--- src/rtl/core/touch_key_scan_average_threshold_defines.svh ---
// assertion macros for the touch key scanner
// no dependencies; included by the files that carry assertions
`ifndef TOUCH_KEY_SCAN_AVERAGE_THRESHOLD_DEFINES_SVH
`define TOUCH_KEY_SCAN_AVERAGE_THRESHOLD_DEFINES_SVH

`ifndef SYNTH

`define TKS_ASSERT_IMP(lbl, clk, rst, ante, cons) \
   lbl: assert property (@(posedge clk) disable iff (rst) (ante) |-> (cons)) \
      else $error("touch key scanner check failed");

`define TKS_ASSERT_NXT(lbl, clk, rst, ante, cons) \
   lbl: assert property (@(posedge clk) disable iff (rst) (ante) |=> (cons)) \
      else $error("touch key scanner check failed");

`else

`define TKS_ASSERT_IMP(lbl, clk, rst, ante, cons)

`define TKS_ASSERT_NXT(lbl, clk, rst, ante, cons)

`endif

`endif

--- src/rtl/core/tks_pkg.sv ---
// types, register indexes and default sizes for the touch key scanner
// no dependencies
package tks_pkg;

   localparam int KEYS_DEF       = 4;
   localparam int WINDOW_DEF     = 8;
   localparam int COUNT_BITS_DEF = 14;

   localparam int SAMPLE_W   = 14;
   localparam int KEY_W      = 2;
   localparam int MASK_W     = 4;
   localparam int NUMB_W     = 3;
   localparam int DISCH_W    = 8;
   localparam int THR_W      = 14;
   localparam int THR_REGS   = 4;
   localparam int CSR_IDX_W  = 3;
   localparam int CSR_DATA_W = 14;

   localparam logic [CSR_IDX_W-1:0] CSR_NUM_BUTTONS    = 3'd0;
   localparam logic [CSR_IDX_W-1:0] CSR_DISCHARGE_MS   = 3'd1;
   localparam logic [CSR_IDX_W-1:0] CSR_THRESHOLD_KEY0 = 3'd2;
   localparam logic [CSR_IDX_W-1:0] CSR_THRESHOLD_KEY1 = 3'd3;
   localparam logic [CSR_IDX_W-1:0] CSR_THRESHOLD_KEY2 = 3'd4;
   localparam logic [CSR_IDX_W-1:0] CSR_THRESHOLD_KEY3 = 3'd5;

   localparam logic CMD_SAMPLE = 1'b0;
   localparam logic CMD_TICK   = 1'b1;

   typedef struct packed {
      logic                command;
      logic [SAMPLE_W-1:0] sample;
   } req_beat_type;

   typedef struct packed {
      logic                accepted;
      logic [KEY_W-1:0]    key_index;
      logic [SAMPLE_W-1:0] raw_count;
      logic [SAMPLE_W-1:0] smooth_count;
      logic [MASK_W-1:0]   touched_mask;
      logic                hold_active;
      logic [KEY_W-1:0]    next_key;
   } rsp_beat_type;

endpackage

--- src/rtl/core/tks_ram.sv ---
// generic single write port, single read port ram with registered read
// no dependencies
module tks_ram #(
   parameter int WIDTH = 14,
   parameter int DEPTH = 32,
   parameter int ADDR_W = (DEPTH > 1) ? $clog2(DEPTH) : 1
) (
   input  logic              clock,
   input  logic              wr_en,
   input  logic [ADDR_W-1:0] wr_addr,
   input  logic [WIDTH-1:0]  wr_data,
   input  logic              rd_en,
   input  logic [ADDR_W-1:0] rd_addr,
   output logic [WIDTH-1:0]  rd_data
);

   logic [WIDTH-1:0] mem_ff [DEPTH];
   logic [WIDTH-1:0] rd_data_ff;

   always_ff @(posedge clock) begin
      if (wr_en) begin
         mem_ff[wr_addr] <= wr_data;
      end
      if (rd_en) begin
         rd_data_ff <= mem_ff[rd_addr];
      end
   end

   assign rd_data = rd_data_ff;

endmodule

--- src/rtl/core/touch_key_scan_average_threshold.sv ---
// touch key scanner: round robin keys, moving average window, touch threshold
// depends on tks_pkg, tks_ram and touch_key_scan_average_threshold_defines.svh
// a result beat is registered in stage 1, stage 2 and then the result register after its request beat is taken
// throughput: one beat per cycle when rsp_ready does not stall the three register stage pipeline
// window ram read, running total update, then reciprocal divide and compare
// reset: synchronous, config to defaults, clears scan pointer, hold, totals and fill flags
`include "touch_key_scan_average_threshold_defines.svh"

module touch_key_scan_average_threshold #(
   parameter int KEYS       = tks_pkg::KEYS_DEF,
   parameter int WINDOW     = tks_pkg::WINDOW_DEF,
   parameter int COUNT_BITS = tks_pkg::COUNT_BITS_DEF
) (
   input  logic                               clock,
   input  logic                               reset,
   input  logic                               req_valid,
   output logic                               req_ready,
   input  tks_pkg::req_beat_type              req_data,
   output logic                               rsp_valid,
   input  logic                               rsp_ready,
   output tks_pkg::rsp_beat_type              rsp_data,
   input  logic                               csr_we,
   input  logic [tks_pkg::CSR_IDX_W-1:0]      csr_index,
   input  logic [tks_pkg::CSR_DATA_W-1:0]     csr_wdata
);

   import tks_pkg::*;

   localparam int KEY_BITS  = (KEYS > 1) ? $clog2(KEYS) : 1;
   localparam int POS_BITS  = (WINDOW > 1) ? $clog2(WINDOW) : 1;
   localparam int ADDR_BITS = KEY_BITS + POS_BITS;
   localparam int TOT_W     = COUNT_BITS + POS_BITS;
   localparam int ACT_W     = ($clog2(KEYS + 1) > NUMB_W) ? $clog2(KEYS + 1) : NUMB_W;
   localparam int SHIFT     = TOT_W + POS_BITS;
   localparam int RECIP_W   = SHIFT + 1;
   localparam int PROD_W    = TOT_W + RECIP_W;
   localparam int CMP_W     = (COUNT_BITS > THR_W) ? COUNT_BITS : THR_W;
   localparam longint unsigned RECIP = ((64'd1 << SHIFT) + WINDOW - 1) / WINDOW;

   // configuration
   logic [NUMB_W-1:0]  num_buttons_ff;
   logic [DISCH_W-1:0] discharge_ms_ff;
   logic [THR_W-1:0]   threshold_ff [THR_REGS];

   always_ff @(posedge clock) begin
      if (reset) begin
         num_buttons_ff  <= NUMB_W'(1);
         discharge_ms_ff <= '0;
         for (int i = 0; i < THR_REGS; i++) begin
            threshold_ff[i] <= '0;
         end
      end else if (csr_we) begin
         unique case (csr_index)
            CSR_NUM_BUTTONS:    num_buttons_ff  <= csr_wdata[NUMB_W-1:0];
            CSR_DISCHARGE_MS:   discharge_ms_ff <= csr_wdata[DISCH_W-1:0];
            CSR_THRESHOLD_KEY0: threshold_ff[0] <= csr_wdata[THR_W-1:0];
            CSR_THRESHOLD_KEY1: threshold_ff[1] <= csr_wdata[THR_W-1:0];
            CSR_THRESHOLD_KEY2: threshold_ff[2] <= csr_wdata[THR_W-1:0];
            CSR_THRESHOLD_KEY3: threshold_ff[3] <= csr_wdata[THR_W-1:0];
            default: ;
         endcase
      end
   end

   // pipeline handshake
   logic s1_valid_ff, s2_valid_ff, rsp_valid_ff;
   logic s1_valid_in, s2_valid_in, rsp_valid_in;
   logic rsp_load, s2_ready, s1_move, req_fire;

   assign rsp_load  = s2_valid_ff && (!rsp_valid_ff || rsp_ready);
   assign s2_ready  = !s2_valid_ff || rsp_load;
   assign s1_move   = s1_valid_ff && s2_ready;
   assign req_ready = !s1_valid_ff || s2_ready;
   assign req_fire  = req_valid && req_ready;

   always_comb begin
      s1_valid_in  = req_fire ? 1'b1 : (s1_move ? 1'b0 : s1_valid_ff);
      s2_valid_in  = s1_move ? 1'b1 : (rsp_load ? 1'b0 : s2_valid_ff);
      rsp_valid_in = rsp_load ? 1'b1 : (rsp_ready ? 1'b0 : rsp_valid_ff);
   end

   always_ff @(posedge clock) begin
      if (reset) begin
         s1_valid_ff  <= 1'b0;
         s2_valid_ff  <= 1'b0;
         rsp_valid_ff <= 1'b0;
      end else begin
         s1_valid_ff  <= s1_valid_in;
         s2_valid_ff  <= s2_valid_in;
         rsp_valid_ff <= rsp_valid_in;
      end
   end

   // scan pointer, discharge hold and window positions
   logic [KEY_BITS-1:0] ptr_ff, ptr_in;
   logic [DISCH_W-1:0]  hold_ff, hold_in;
   logic [POS_BITS-1:0] pos_ff [KEYS];
   logic [KEYS-1:0]     filled_ff;

   logic                 take;
   logic [POS_BITS-1:0]  cur_pos;
   logic [COUNT_BITS-1:0] sample_cut;
   logic [ACT_W-1:0]     nb_ext, active, ptr_plus;
   logic                 wrap;
   logic [ADDR_BITS-1:0] win_addr;

   assign take       = req_fire && (req_data.command == CMD_SAMPLE) && (hold_ff == '0);
   assign cur_pos    = pos_ff[ptr_ff];
   assign sample_cut = COUNT_BITS'(req_data.sample);
   assign win_addr   = {ptr_ff, cur_pos};

   always_comb begin
      nb_ext   = ACT_W'(num_buttons_ff);
      ptr_plus = ACT_W'(ptr_ff) + ACT_W'(1);
      if (nb_ext == '0) begin
         active = ACT_W'(1);
      end else if (nb_ext > ACT_W'(KEYS)) begin
         active = ACT_W'(KEYS);
      end else begin
         active = nb_ext;
      end
      wrap = (ptr_plus >= active);
   end

   always_comb begin
      hold_in = hold_ff;
      ptr_in  = ptr_ff;
      if (take) begin
         hold_in = discharge_ms_ff;
         ptr_in  = wrap ? '0 : KEY_BITS'(ptr_plus);
      end else if (req_fire && (req_data.command == CMD_TICK) && (hold_ff != '0)) begin
         hold_in = hold_ff - DISCH_W'(1);
      end
   end

   always_ff @(posedge clock) begin
      if (reset) begin
         ptr_ff    <= '0;
         hold_ff   <= '0;
         filled_ff <= '0;
         for (int i = 0; i < KEYS; i++) begin
            pos_ff[i] <= '0;
         end
      end else begin
         ptr_ff  <= ptr_in;
         hold_ff <= hold_in;
         if (take) begin
            if (cur_pos == POS_BITS'(WINDOW - 1)) begin
               pos_ff[ptr_ff]    <= '0;
               filled_ff[ptr_ff] <= 1'b1;
            end else begin
               pos_ff[ptr_ff] <= cur_pos + POS_BITS'(1);
            end
         end
      end
   end

   // window store, old entry comes back with the stage 1 beat
   logic [COUNT_BITS-1:0] old_raw;

   tks_ram #(
      .WIDTH (COUNT_BITS),
      .DEPTH (2 ** ADDR_BITS)
   ) u_window (
      .clock   (clock),
      .wr_en   (take),
      .wr_addr (win_addr),
      .wr_data (sample_cut),
      .rd_en   (take),
      .rd_addr (win_addr),
      .rd_data (old_raw)
   );

   // stage 1: running total
   logic                  s1_take_ff, s1_filled_ff, s1_hold_ff;
   logic [KEY_BITS-1:0]   s1_key_ff, s1_next_ff;
   logic [COUNT_BITS-1:0] s1_sample_ff;

   always_ff @(posedge clock) begin
      if (req_fire) begin
         s1_take_ff   <= take;
         s1_key_ff    <= ptr_ff;
         s1_sample_ff <= sample_cut;
         s1_filled_ff <= filled_ff[ptr_ff];
         s1_hold_ff   <= (hold_in != '0);
         s1_next_ff   <= ptr_in;
      end
   end

   logic [TOT_W-1:0]      total_ff [KEYS];
   logic [TOT_W-1:0]      total_in;
   logic [COUNT_BITS-1:0] old_entry;

   assign old_entry = s1_filled_ff ? old_raw : '0;
   assign total_in  = total_ff[s1_key_ff] - TOT_W'(old_entry) + TOT_W'(s1_sample_ff);

   always_ff @(posedge clock) begin
      if (reset) begin
         for (int i = 0; i < KEYS; i++) begin
            total_ff[i] <= '0;
         end
      end else if (s1_move && s1_take_ff) begin
         total_ff[s1_key_ff] <= total_in;
      end
   end

   // stage 2: average and threshold compare
   logic                  s2_take_ff, s2_hold_ff;
   logic [KEY_BITS-1:0]   s2_key_ff, s2_next_ff;
   logic [COUNT_BITS-1:0] s2_sample_ff;
   logic [TOT_W-1:0]      s2_total_ff;

   always_ff @(posedge clock) begin
      if (s1_move) begin
         s2_take_ff   <= s1_take_ff;
         s2_key_ff    <= s1_key_ff;
         s2_sample_ff <= s1_sample_ff;
         s2_total_ff  <= total_in;
         s2_hold_ff   <= s1_hold_ff;
         s2_next_ff   <= s1_next_ff;
      end
   end

   logic [PROD_W-1:0]     prod;
   logic [COUNT_BITS-1:0] smooth;
   logic [KEY_W-1:0]      thr_sel;
   logic                  touch_now;
   logic [KEYS-1:0]       touched_ff, touched_in;
   logic [MASK_W-1:0]     mask;

   assign prod      = PROD_W'(s2_total_ff) * PROD_W'(RECIP);
   assign smooth    = COUNT_BITS'(prod >> SHIFT);
   assign thr_sel   = KEY_W'(s2_key_ff);
   assign touch_now = CMP_W'(smooth) < CMP_W'(threshold_ff[thr_sel]);

   always_comb begin
      touched_in = touched_ff;
      if (s2_take_ff) begin
         touched_in[s2_key_ff] = touch_now;
      end
   end

   for (genvar i = 0; i < MASK_W; i++) begin : g_mask
      if (i < KEYS) begin : g_key
         assign mask[i] = touched_in[i];
      end else begin : g_none
         assign mask[i] = 1'b0;
      end
   end

   always_ff @(posedge clock) begin
      if (reset) begin
         touched_ff <= '0;
      end else if (rsp_load) begin
         touched_ff <= touched_in;
      end
   end

   // result register
   rsp_beat_type rsp_data_ff;

   always_ff @(posedge clock) begin
      if (rsp_load) begin
         rsp_data_ff.accepted     <= s2_take_ff;
         rsp_data_ff.key_index    <= s2_take_ff ? KEY_W'(s2_key_ff) : '0;
         rsp_data_ff.raw_count    <= s2_take_ff ? SAMPLE_W'(s2_sample_ff) : '0;
         rsp_data_ff.smooth_count <= s2_take_ff ? SAMPLE_W'(smooth) : '0;
         rsp_data_ff.touched_mask <= mask;
         rsp_data_ff.hold_active  <= s2_hold_ff;
         rsp_data_ff.next_key     <= KEY_W'(s2_next_ff);
      end
   end

   assign rsp_valid = rsp_valid_ff;
   assign rsp_data  = rsp_data_ff;

   `TKS_ASSERT_NXT(a_hold_start, clock, reset, take, hold_ff == $past(discharge_ms_ff))
   `TKS_ASSERT_NXT(a_hold_no_rise, clock, reset, !take, hold_ff <= $past(hold_ff))
   `TKS_ASSERT_IMP(a_idle_beat_zero, clock, reset, rsp_valid_ff && !rsp_data_ff.accepted,
                   rsp_data_ff.key_index == '0 && rsp_data_ff.raw_count == '0 &&
                   rsp_data_ff.smooth_count == '0)
   `TKS_ASSERT_NXT(a_s1_stall_holds, clock, reset, s1_valid_ff && !s2_ready,
                   s1_valid_ff && $stable(s1_sample_ff) && (!s1_take_ff || $stable(old_raw)))

endmodule
--- config.mk ---
export PLATFORM = sky130hd
export DESIGN_NAME = touch_key_scan_average_threshold
export DESIGN_NICKNAME = d
export VERILOG_FILES = /design/src/rtl/core/tks_pkg.sv /design/src/rtl/core/tks_ram.sv /design/src/rtl/core/touch_key_scan_average_threshold.sv
export VERILOG_INCLUDE_DIRS = /design/src /design/src/rtl/core
export SDC_FILE = /design/constraint.sdc
export NUM_CORES = 1
export LEC_CHECK = 0
export ABC_AREA = 0
export ABC_CLOCK_PERIOD_IN_PS = 13000
export BUFFER_PORTS_ARGS = -buffer_cell sky130_fd_sc_hd__buf_2
export CORE_MARGIN = 5
export CORE_UTILIZATION = 40
export CTS_BUF_LIST = sky130_fd_sc_hd__clkbuf_8
export DETAILED_ROUTE_END_ITERATION = 8
export GPL_TIMING_DRIVEN = 1
export MAX_ROUTING_LAYER = met4
export SYNTH_ARGS = -nofsm -noshare
export SYNTH_HDL_FRONTEND = slang
export SYNTH_HIERARCHICAL = 1
export SYNTH_SLANG_ARGS = --single-unit
export TNS_END_PERCENT = 100
--- constraint.sdc ---
create_clock -name clock -period 13 [get_ports clock]
set_clock_uncertainty 0.1 [all_clocks]
set_input_delay 2.6 -clock clock [delete_from_list [all_inputs] [get_ports clock]]
set_output_delay 2.6 -clock clock [all_outputs]
set_load 0.03 [all_outputs]
**Yosys cells after proc, flatten, opt, wreduce, memory -nomap -nowiden**

Memory sizes are Yosys's and may differ from the RTL's. A register that Yosys moved wholly into a read port is not among the register bits.
Cells that the tools add are included.

- Add/subtract/negate cells: 5
- Order comparisons: 7
- Eq/ne operators: 6
- Muxes and demuxes: 66
- Bitwise operators: 7
- Reduce and logical (&&, ||, !) cells: 29

Operators with widths:

| operator | number |
|---|---|
| $mux 14 | 5 |
| $mux 1 | 42 |
| $add 17x14->17 | 1 |
| $mux 17 | 1 |
| $reduce_or 17->1 | 1 |
| $sub 17x14->17 | 1 |
| $mux 8 | 2 |
| $reduce_bool 8->1 | 2 |
| $lt 14x14->1 | 1 |
| $mux 2 | 7 |
| $mux 3 | 4 |
| $logic_and 1x1->1 | 10 |
| $eq 3x3->1 const B | 3 |
| $logic_not 8->1 | 1 |
| $sub 8x1->8 const B | 1 |
| $eq 3x2->1 const B | 2 |
| $logic_not 3->1 | 2 |
| $lt 2x3->1 const B | 2 |
| $reduce_and 2->1 | 3 |
| $reduce_bool 2->1 | 3 |
| $or 1x1->1 | 5 |
| $bwmux 4 | 1 |
| $demux 1 s2 | 2 |
| $ge 2x1->1 const B | 2 |
| 12 further kinds | 16 |

- Bits in registers: 128
- RAM bits: 584
- Bits of input ports: 37
- Logic and storage cells: 152
- Memories kept: 4

Memory list:

| name | depth | bits a word | read ports | clocked after Yosys merged registers in | write ports | RTL line | RTL |
|---|---|---|---|---|---|---|---|
| u_window.mem_ff | 32 | 14 | 1 | 1 | 1 | tks_ram.sv:17 | `logic [WIDTH-1:0] mem_ff [DEPTH];` |
| total_ff | 4 | 17 | 1 | 1 | 4 | touch_key_scan_average_threshold.sv:190 | `logic [TOT_W-1:0] total_ff [KEYS];` |
| threshold_ff | 4 | 14 | 1 | 1 | 4 | touch_key_scan_average_threshold.sv:43 | `logic [THR_W-1:0] threshold_ff [THR_REGS];` |
| pos_ff | 4 | 3 | 1 | 1 | 4 | touch_key_scan_average_threshold.sv:97 | `logic [POS_BITS-1:0] pos_ff [KEYS];` |

**Longest topological paths before layout**

- Depth after elaboration: 14
- Mapped depth: 13

**By module**

Netlist, hierarchy kept.

Modules (own cells, without submodules):

| module | instances | cells each | area each (µm²) |
|---|---|---|---|
| tks_ram | 1 | 1007 | 18149.9 |
| touch_key_scan_average_threshold | 1 | 955 | 12429.4 |

**Worst setup path after synthesis**

OpenSTA, ideal clock, no wires.

- Path kind: input-to-reg
- From: input port rsp_ready
- To: memory u_window.mem_ff[12][0], enable pin
- Setup time: 0.384 ns
- Arrival: 5.338 ns
- Slack: 7.177 ns
- Cell stages on the path: 9
- Path buffers: 2
- Path through: and4b_1 inv_2 nand2_1 or3_1 buf_6 inv_1 or3b_2 clkbuf_1 nor2_1

- Longest elaborated chain between the ends: 9

Ends and longest elaborated chain:

| element | RTL line | RTL |
|---|---|---|
| start: declaration | touch_key_scan_average_threshold.sv:20 | `input logic rsp_ready,` |
| $logic_or 1x1->1 | touch_key_scan_average_threshold.sv:70 | `assign rsp_load = s2_valid_ff && (!rsp_valid_ff \|\| rsp_ready);` |
| $logic_and 1x1->1 | touch_key_scan_average_threshold.sv:70 |  |
| $logic_or 1x1->1 | touch_key_scan_average_threshold.sv:71 | `assign s2_ready = !s2_valid_ff \|\| rsp_load;` |
| $logic_or 1x1->1 | touch_key_scan_average_threshold.sv:73 | `assign req_ready = !s1_valid_ff \|\| s2_ready;` |
| via req_ready | touch_key_scan_average_threshold.sv:17 | `output logic req_ready,` |
| $logic_and 1x1->1 | touch_key_scan_average_threshold.sv:74 | `assign req_fire = req_valid && req_ready;` |
| $logic_and 1x1->1 (2 in a row) | touch_key_scan_average_threshold.sv:107 | `assign take = req_fire && (req_data.command == CMD_SAMPLE) && (hold_ff == '0);` |
| via take | touch_key_scan_average_threshold.sv:100 | `logic take;` |
| $mux 1 | tks_ram.sv:21 | `if (wr_en) begin` |
| $mux 1 (not written as such) | tks_ram.sv:22 | `mem_ff[wr_addr] <= wr_data;` |
| end: declaration | tks_ram.sv:17 |  |

The timed path passes the listed nets, and every way through them passes these cells.

**Worst setup path in the final report**

- From: input port rsp_ready
- To: output port req_ready

- Longest elaborated chain between the ends: 4

Ends and longest elaborated chain:

| element | RTL line |
|---|---|
| $logic_or 1x1->1 | touch_key_scan_average_threshold.sv:70 |
| $logic_and 1x1->1 | touch_key_scan_average_threshold.sv:70 |
| $logic_or 1x1->1 | touch_key_scan_average_threshold.sv:71 |
| $logic_or 1x1->1 | touch_key_scan_average_threshold.sv:73 |
| end: declaration | touch_key_scan_average_threshold.sv:17 |

Every way passes these cells.

==> results by group <==
Global route
  – Largest net degree at the start of global routing: between 100 and 150
  – Initial antenna violation count: 1
  – Overall track demand over capacity in global routing: 0.176
  – GRT Residual Overflow: 0
  – Vias in the first global route: 17096
  – First-pass GRT wire length: 106 mm

STA
  – Final number of setup-violating endpoints: 0
  – Highest Clock Rate: between 0.15 and 0.2 GHz
  – Final critical path time including I/O delays and setup: 6120 ps
  – Slew HR: 0.127
  – Hold violation count in the final report: 0
  – Final count of pins violating max slew: 0
  – Setup TNS: 0 ps
  – RSZ-0062 raised after global routing: false
  – Share of the cycle needed by the critical path after routing: 0.471
  – Actual slew at the worst max-slew pin: 1310 ps

Pwr
  – Static leakage power: ~12 nW
  – Power consumption: between 5 and 6 mW
  – Total power divided by cell area: 157 nW/um^2
  – Maximum VDD drop: 110 uV

Floorplanning
  – Area of the placeable core: 75800 um^2
  – Number of placed I/O pins: 77
  – Die outline width: 286 um
  – DIE AREA: between 80000 and 90000 um^2
  – Die height: ~290 um
  – Starting density of the core: 0.403
  – Floorplan row count: about 100

Routing
  – Remaining routing DRC violations: 0
  – Via-to-Cell Ratio: ~5.3
  – Number of design-rule violations left by the first detailed-router iteration: 1437
  – Antenna Violating Nets Remaining: 0
  – Routed WL per cell: around 23 um
  – Vias after detailed routing: 16805
  – Final wirelength: roughly 71 mm
  – DR pass1 iterations: 5

Placed design
  – Port bufs: 76
  – Global placer's final weighted congestion: 0.879
  – DP HPWL: 45.1 mm

Finish
  – Count of fill cells added during filler insertion: 6686
  – Share of cells above drive strength 1: 0.139
  – Register area: roughly 21000 um^2
  – Top library cells by usage in the layout, fill and taps aside: sky130_fd_sc_hd__edfxtp_1 (691), sky130_fd_sc_hd__mux2i_1 (238), sky130_fd_sc_hd__inv_1 (146)
  – Layout area overhead: 11.1%
  – Combined area of the multi-input logic cells: 8120 um^2
  – Most common cell after layout, fill and taps aside: sky130_fd_sc_hd__edfxtp_1
  – Final layout net count: 2170

Logic synthesis
  – Top area cells in the synthesized netlist: sky130_fd_sc_hd__edfxtp_1 (68%), sky130_fd_sc_hd__mux2i_1 (7.8%), sky130_fd_sc_hd__mux4_2 (2.6%), sky130_fd_sc_hd__dfxtp_1 (2.4%), sky130_fd_sc_hd__and2_1 (2.1%)
  – Library cell occupying the most area in the post-synthesis netlist: sky130_fd_sc_hd__edfxtp_1
  – Synthesized area per cell: 15.6 um^2
  – Yosys warning count: 6
  – Total of flip-flops plus latches after synthesis: 727
  – Fraction of post-synthesis cell area in the top cell type by area: 0.679
  – Mapped Cells: 1962
  – Async S/R FF share, synth: 0
  – Sequential cell area fraction in the yosys report: 0.702
  – Total nets after synthesis: 2053
  – Predominant post-synthesis flop cell: sky130_fd_sc_hd__edfxtp_1
  – Synthesized area: 30600 um^2
  – Synth unique cells: 63
  – Post-synth EDFFs: 691

Clocking
  – Clock latency on the worst-skew pair: 750 ps
  – Post-CTS Setup Bufs: 0
  – Sinks on Clock Net: 727
  – CTS tree: done
  – Buffers from clock root to sink, at most: 3
  – Worst-path clk slew: 60 ps
  – Post-cts hold buffer count: 0
  – Level count of the clock H-tree: 3
  – Clock root buffer: sky130_fd_sc_hd__clkbuf_8
  – Number of gates given a new drive strength after cts: 0
  – TritonCTS Buffers: 117

Critical path
  – Chain of cells forming the critical path: buf_2 -> and4b_1 -> inv_2 -> buf_2
  – Critical path buffers and inverters: 3
  – Top cell by count, worst path: sky130_fd_sc_hd__buf_2
  – Critical path's slowest cell: sky130_fd_sc_hd__and4b_1
  – Delay of the slowest critical-path stage: 410 ps
  – Setup CP Type: in2out
  – Startpoint type of the worst setup path: primary input
  – Worst path arrival time: 3420 ps
  – Required time of the critical path: 10300 ps
  – Kind of end point of the critical path: output pin
  – Gate family responsible for the most delay along the worst path: buffers and inverters
  – Biggest fanout along the worst timing path: 6

Status
  – Run status: finished clean

Flow run
  – Max Cap Viol: 0

Worst hold path
  – Min-Delay Path Class: reg2reg
## flip-flops by register name, indices dropped and copies added, names as in the netlist, 3 cells and up, named ones only
signal	cells
pos_ff	12
rsp_data	38
threshold_ff	56
s2_sample_ff	14
s2_total_ff	14
discharge_ms_ff	8
s1_sample_ff	14
hold_ff	8
u_window/mem_ff	448
filled_ff	4
nb_ext	3
u_window/rd_data	14
touched_ff	4
total_ff	68
## final timing paths
check	end	startpoint	cells past startpoint	slack, ps
worst min-delay path	rsp_data[1]	s2_next_ff[1]	0	290
worst max-delay path	req_ready	rsp_ready	4	6880
worst max register to register	u_window/mem_ff[17][0]	ptr_ff[0]	5	7910
worst min register to register	rsp_data[1]	s2_next_ff[1]	0	290
## final cells by class
| cell class | count | area share |
|---|---|---|
| diodes | 1 | 0.0000737 |
| well taps | 978 | 0.0360 |
| repair buffers | 91 | 0.0149 |
| inverters | 109 | 0.0120 |
| clock buffers | 119 | 0.0482 |
| multi-input cells | 1033 | 0.239 |
| flip-flops and latches | 727 | 0.632 |
| clock inverters | 95 | 0.0179 |
## routing by layer
layer  vias up  track usage  wire length (um)
li1       7658            -                 -
met1      8474        0.229             31000
met2       520        0.282             34400
met3       153       0.0276              3470
met4         0       0.0679              2620
met5         -            -                 0
## cell usage after synthesis, types with 4 or more instances
library cell / instances
sky130_fd_sc_hd__nor3_1: 28
sky130_fd_sc_hd__edfxtp_1: 691
sky130_fd_sc_hd__and4_1: 5
sky130_fd_sc_hd__a31oi_1: 22
sky130_fd_sc_hd__clkbuf_1: 33
sky130_fd_sc_hd__dfxtp_1: 36
sky130_fd_sc_hd__nand3_1: 38
sky130_fd_sc_hd__inv_1: 108
sky130_fd_sc_hd__and2_1: 105
sky130_fd_sc_hd__nand2_1: 62
sky130_fd_sc_hd__nor3b_1: 8
sky130_fd_sc_hd__buf_6: 17
sky130_fd_sc_hd__a22oi_1: 56
sky130_fd_sc_hd__xnor2_1: 4
sky130_fd_sc_hd__nand3b_1: 6
sky130_fd_sc_hd__or3_1: 6
sky130_fd_sc_hd__a21o_1: 10
sky130_fd_sc_hd__nand2b_1: 11
sky130_fd_sc_hd__o21ai_0: 27
sky130_fd_sc_hd__nand4_1: 20
sky130_fd_sc_hd__a22o_1: 28
sky130_fd_sc_hd__nor2_1: 144
sky130_fd_sc_hd__buf_1: 9
sky130_fd_sc_hd__buf_12: 7
sky130_fd_sc_hd__o21a_1: 4
sky130_fd_sc_hd__mux2_2: 8
sky130_fd_sc_hd__buf_2: 23
sky130_fd_sc_hd__mux4_2: 35
sky130_fd_sc_hd__a21oi_1: 57
sky130_fd_sc_hd__a211oi_1: 5
sky130_fd_sc_hd__fa_1: 14
sky130_fd_sc_hd__mux2i_1: 238
sky130_fd_sc_hd__xor2_1: 10
sky130_fd_sc_hd__ha_1: 40
sky130_fd_sc_hd__nor2b_1: 5
## report_power, final
group,leakage [nW],internal [mW],switching (mW)
sequential,6.70,2.66,0.0433
clock,1.29,0.962,0.905
combinational,4.00,0.268,0.508
## per-stage QoR
stage / cells / area, um^2 / util / setup slack, ps / hold WS (ps)
floorplan: 1962 / 30600 / - / 7180 / 300
global placement: 2938 / 31700 / 0.418 / 6520 / 307
detailed placement: 2938 / 31700 / 0.418 / 6380 / 312
CTS: 3152 / 34000 / 0.448 / 6880 / 285
global route: 3153 / 34000 / 0.448 / 6840 / 306
finish: 3153 / 34000 / 0.448 / 6880 / 293
## kinds of logic (layout without fill, tap and decap cells)
family | count (synthesis) | count (layout) | share of synthesized area
DFF | 727 | 727 | 0.702
and+or+nand+nor | 454 | 454 | 0.0761
muxes | 281 | 281 | 0.107
AOI/OAI and AO/OA | 230 | 230 | 0.0512
buffers and inverters | 202 | 414 | 0.0344
adders and majority gates | 54 | 54 | 0.0255
xor gates and xnor gates | 14 | 14 | 0.00401
other | 0 | 1 | 0
No activity file was read; power rests on OpenSTA's default activity.
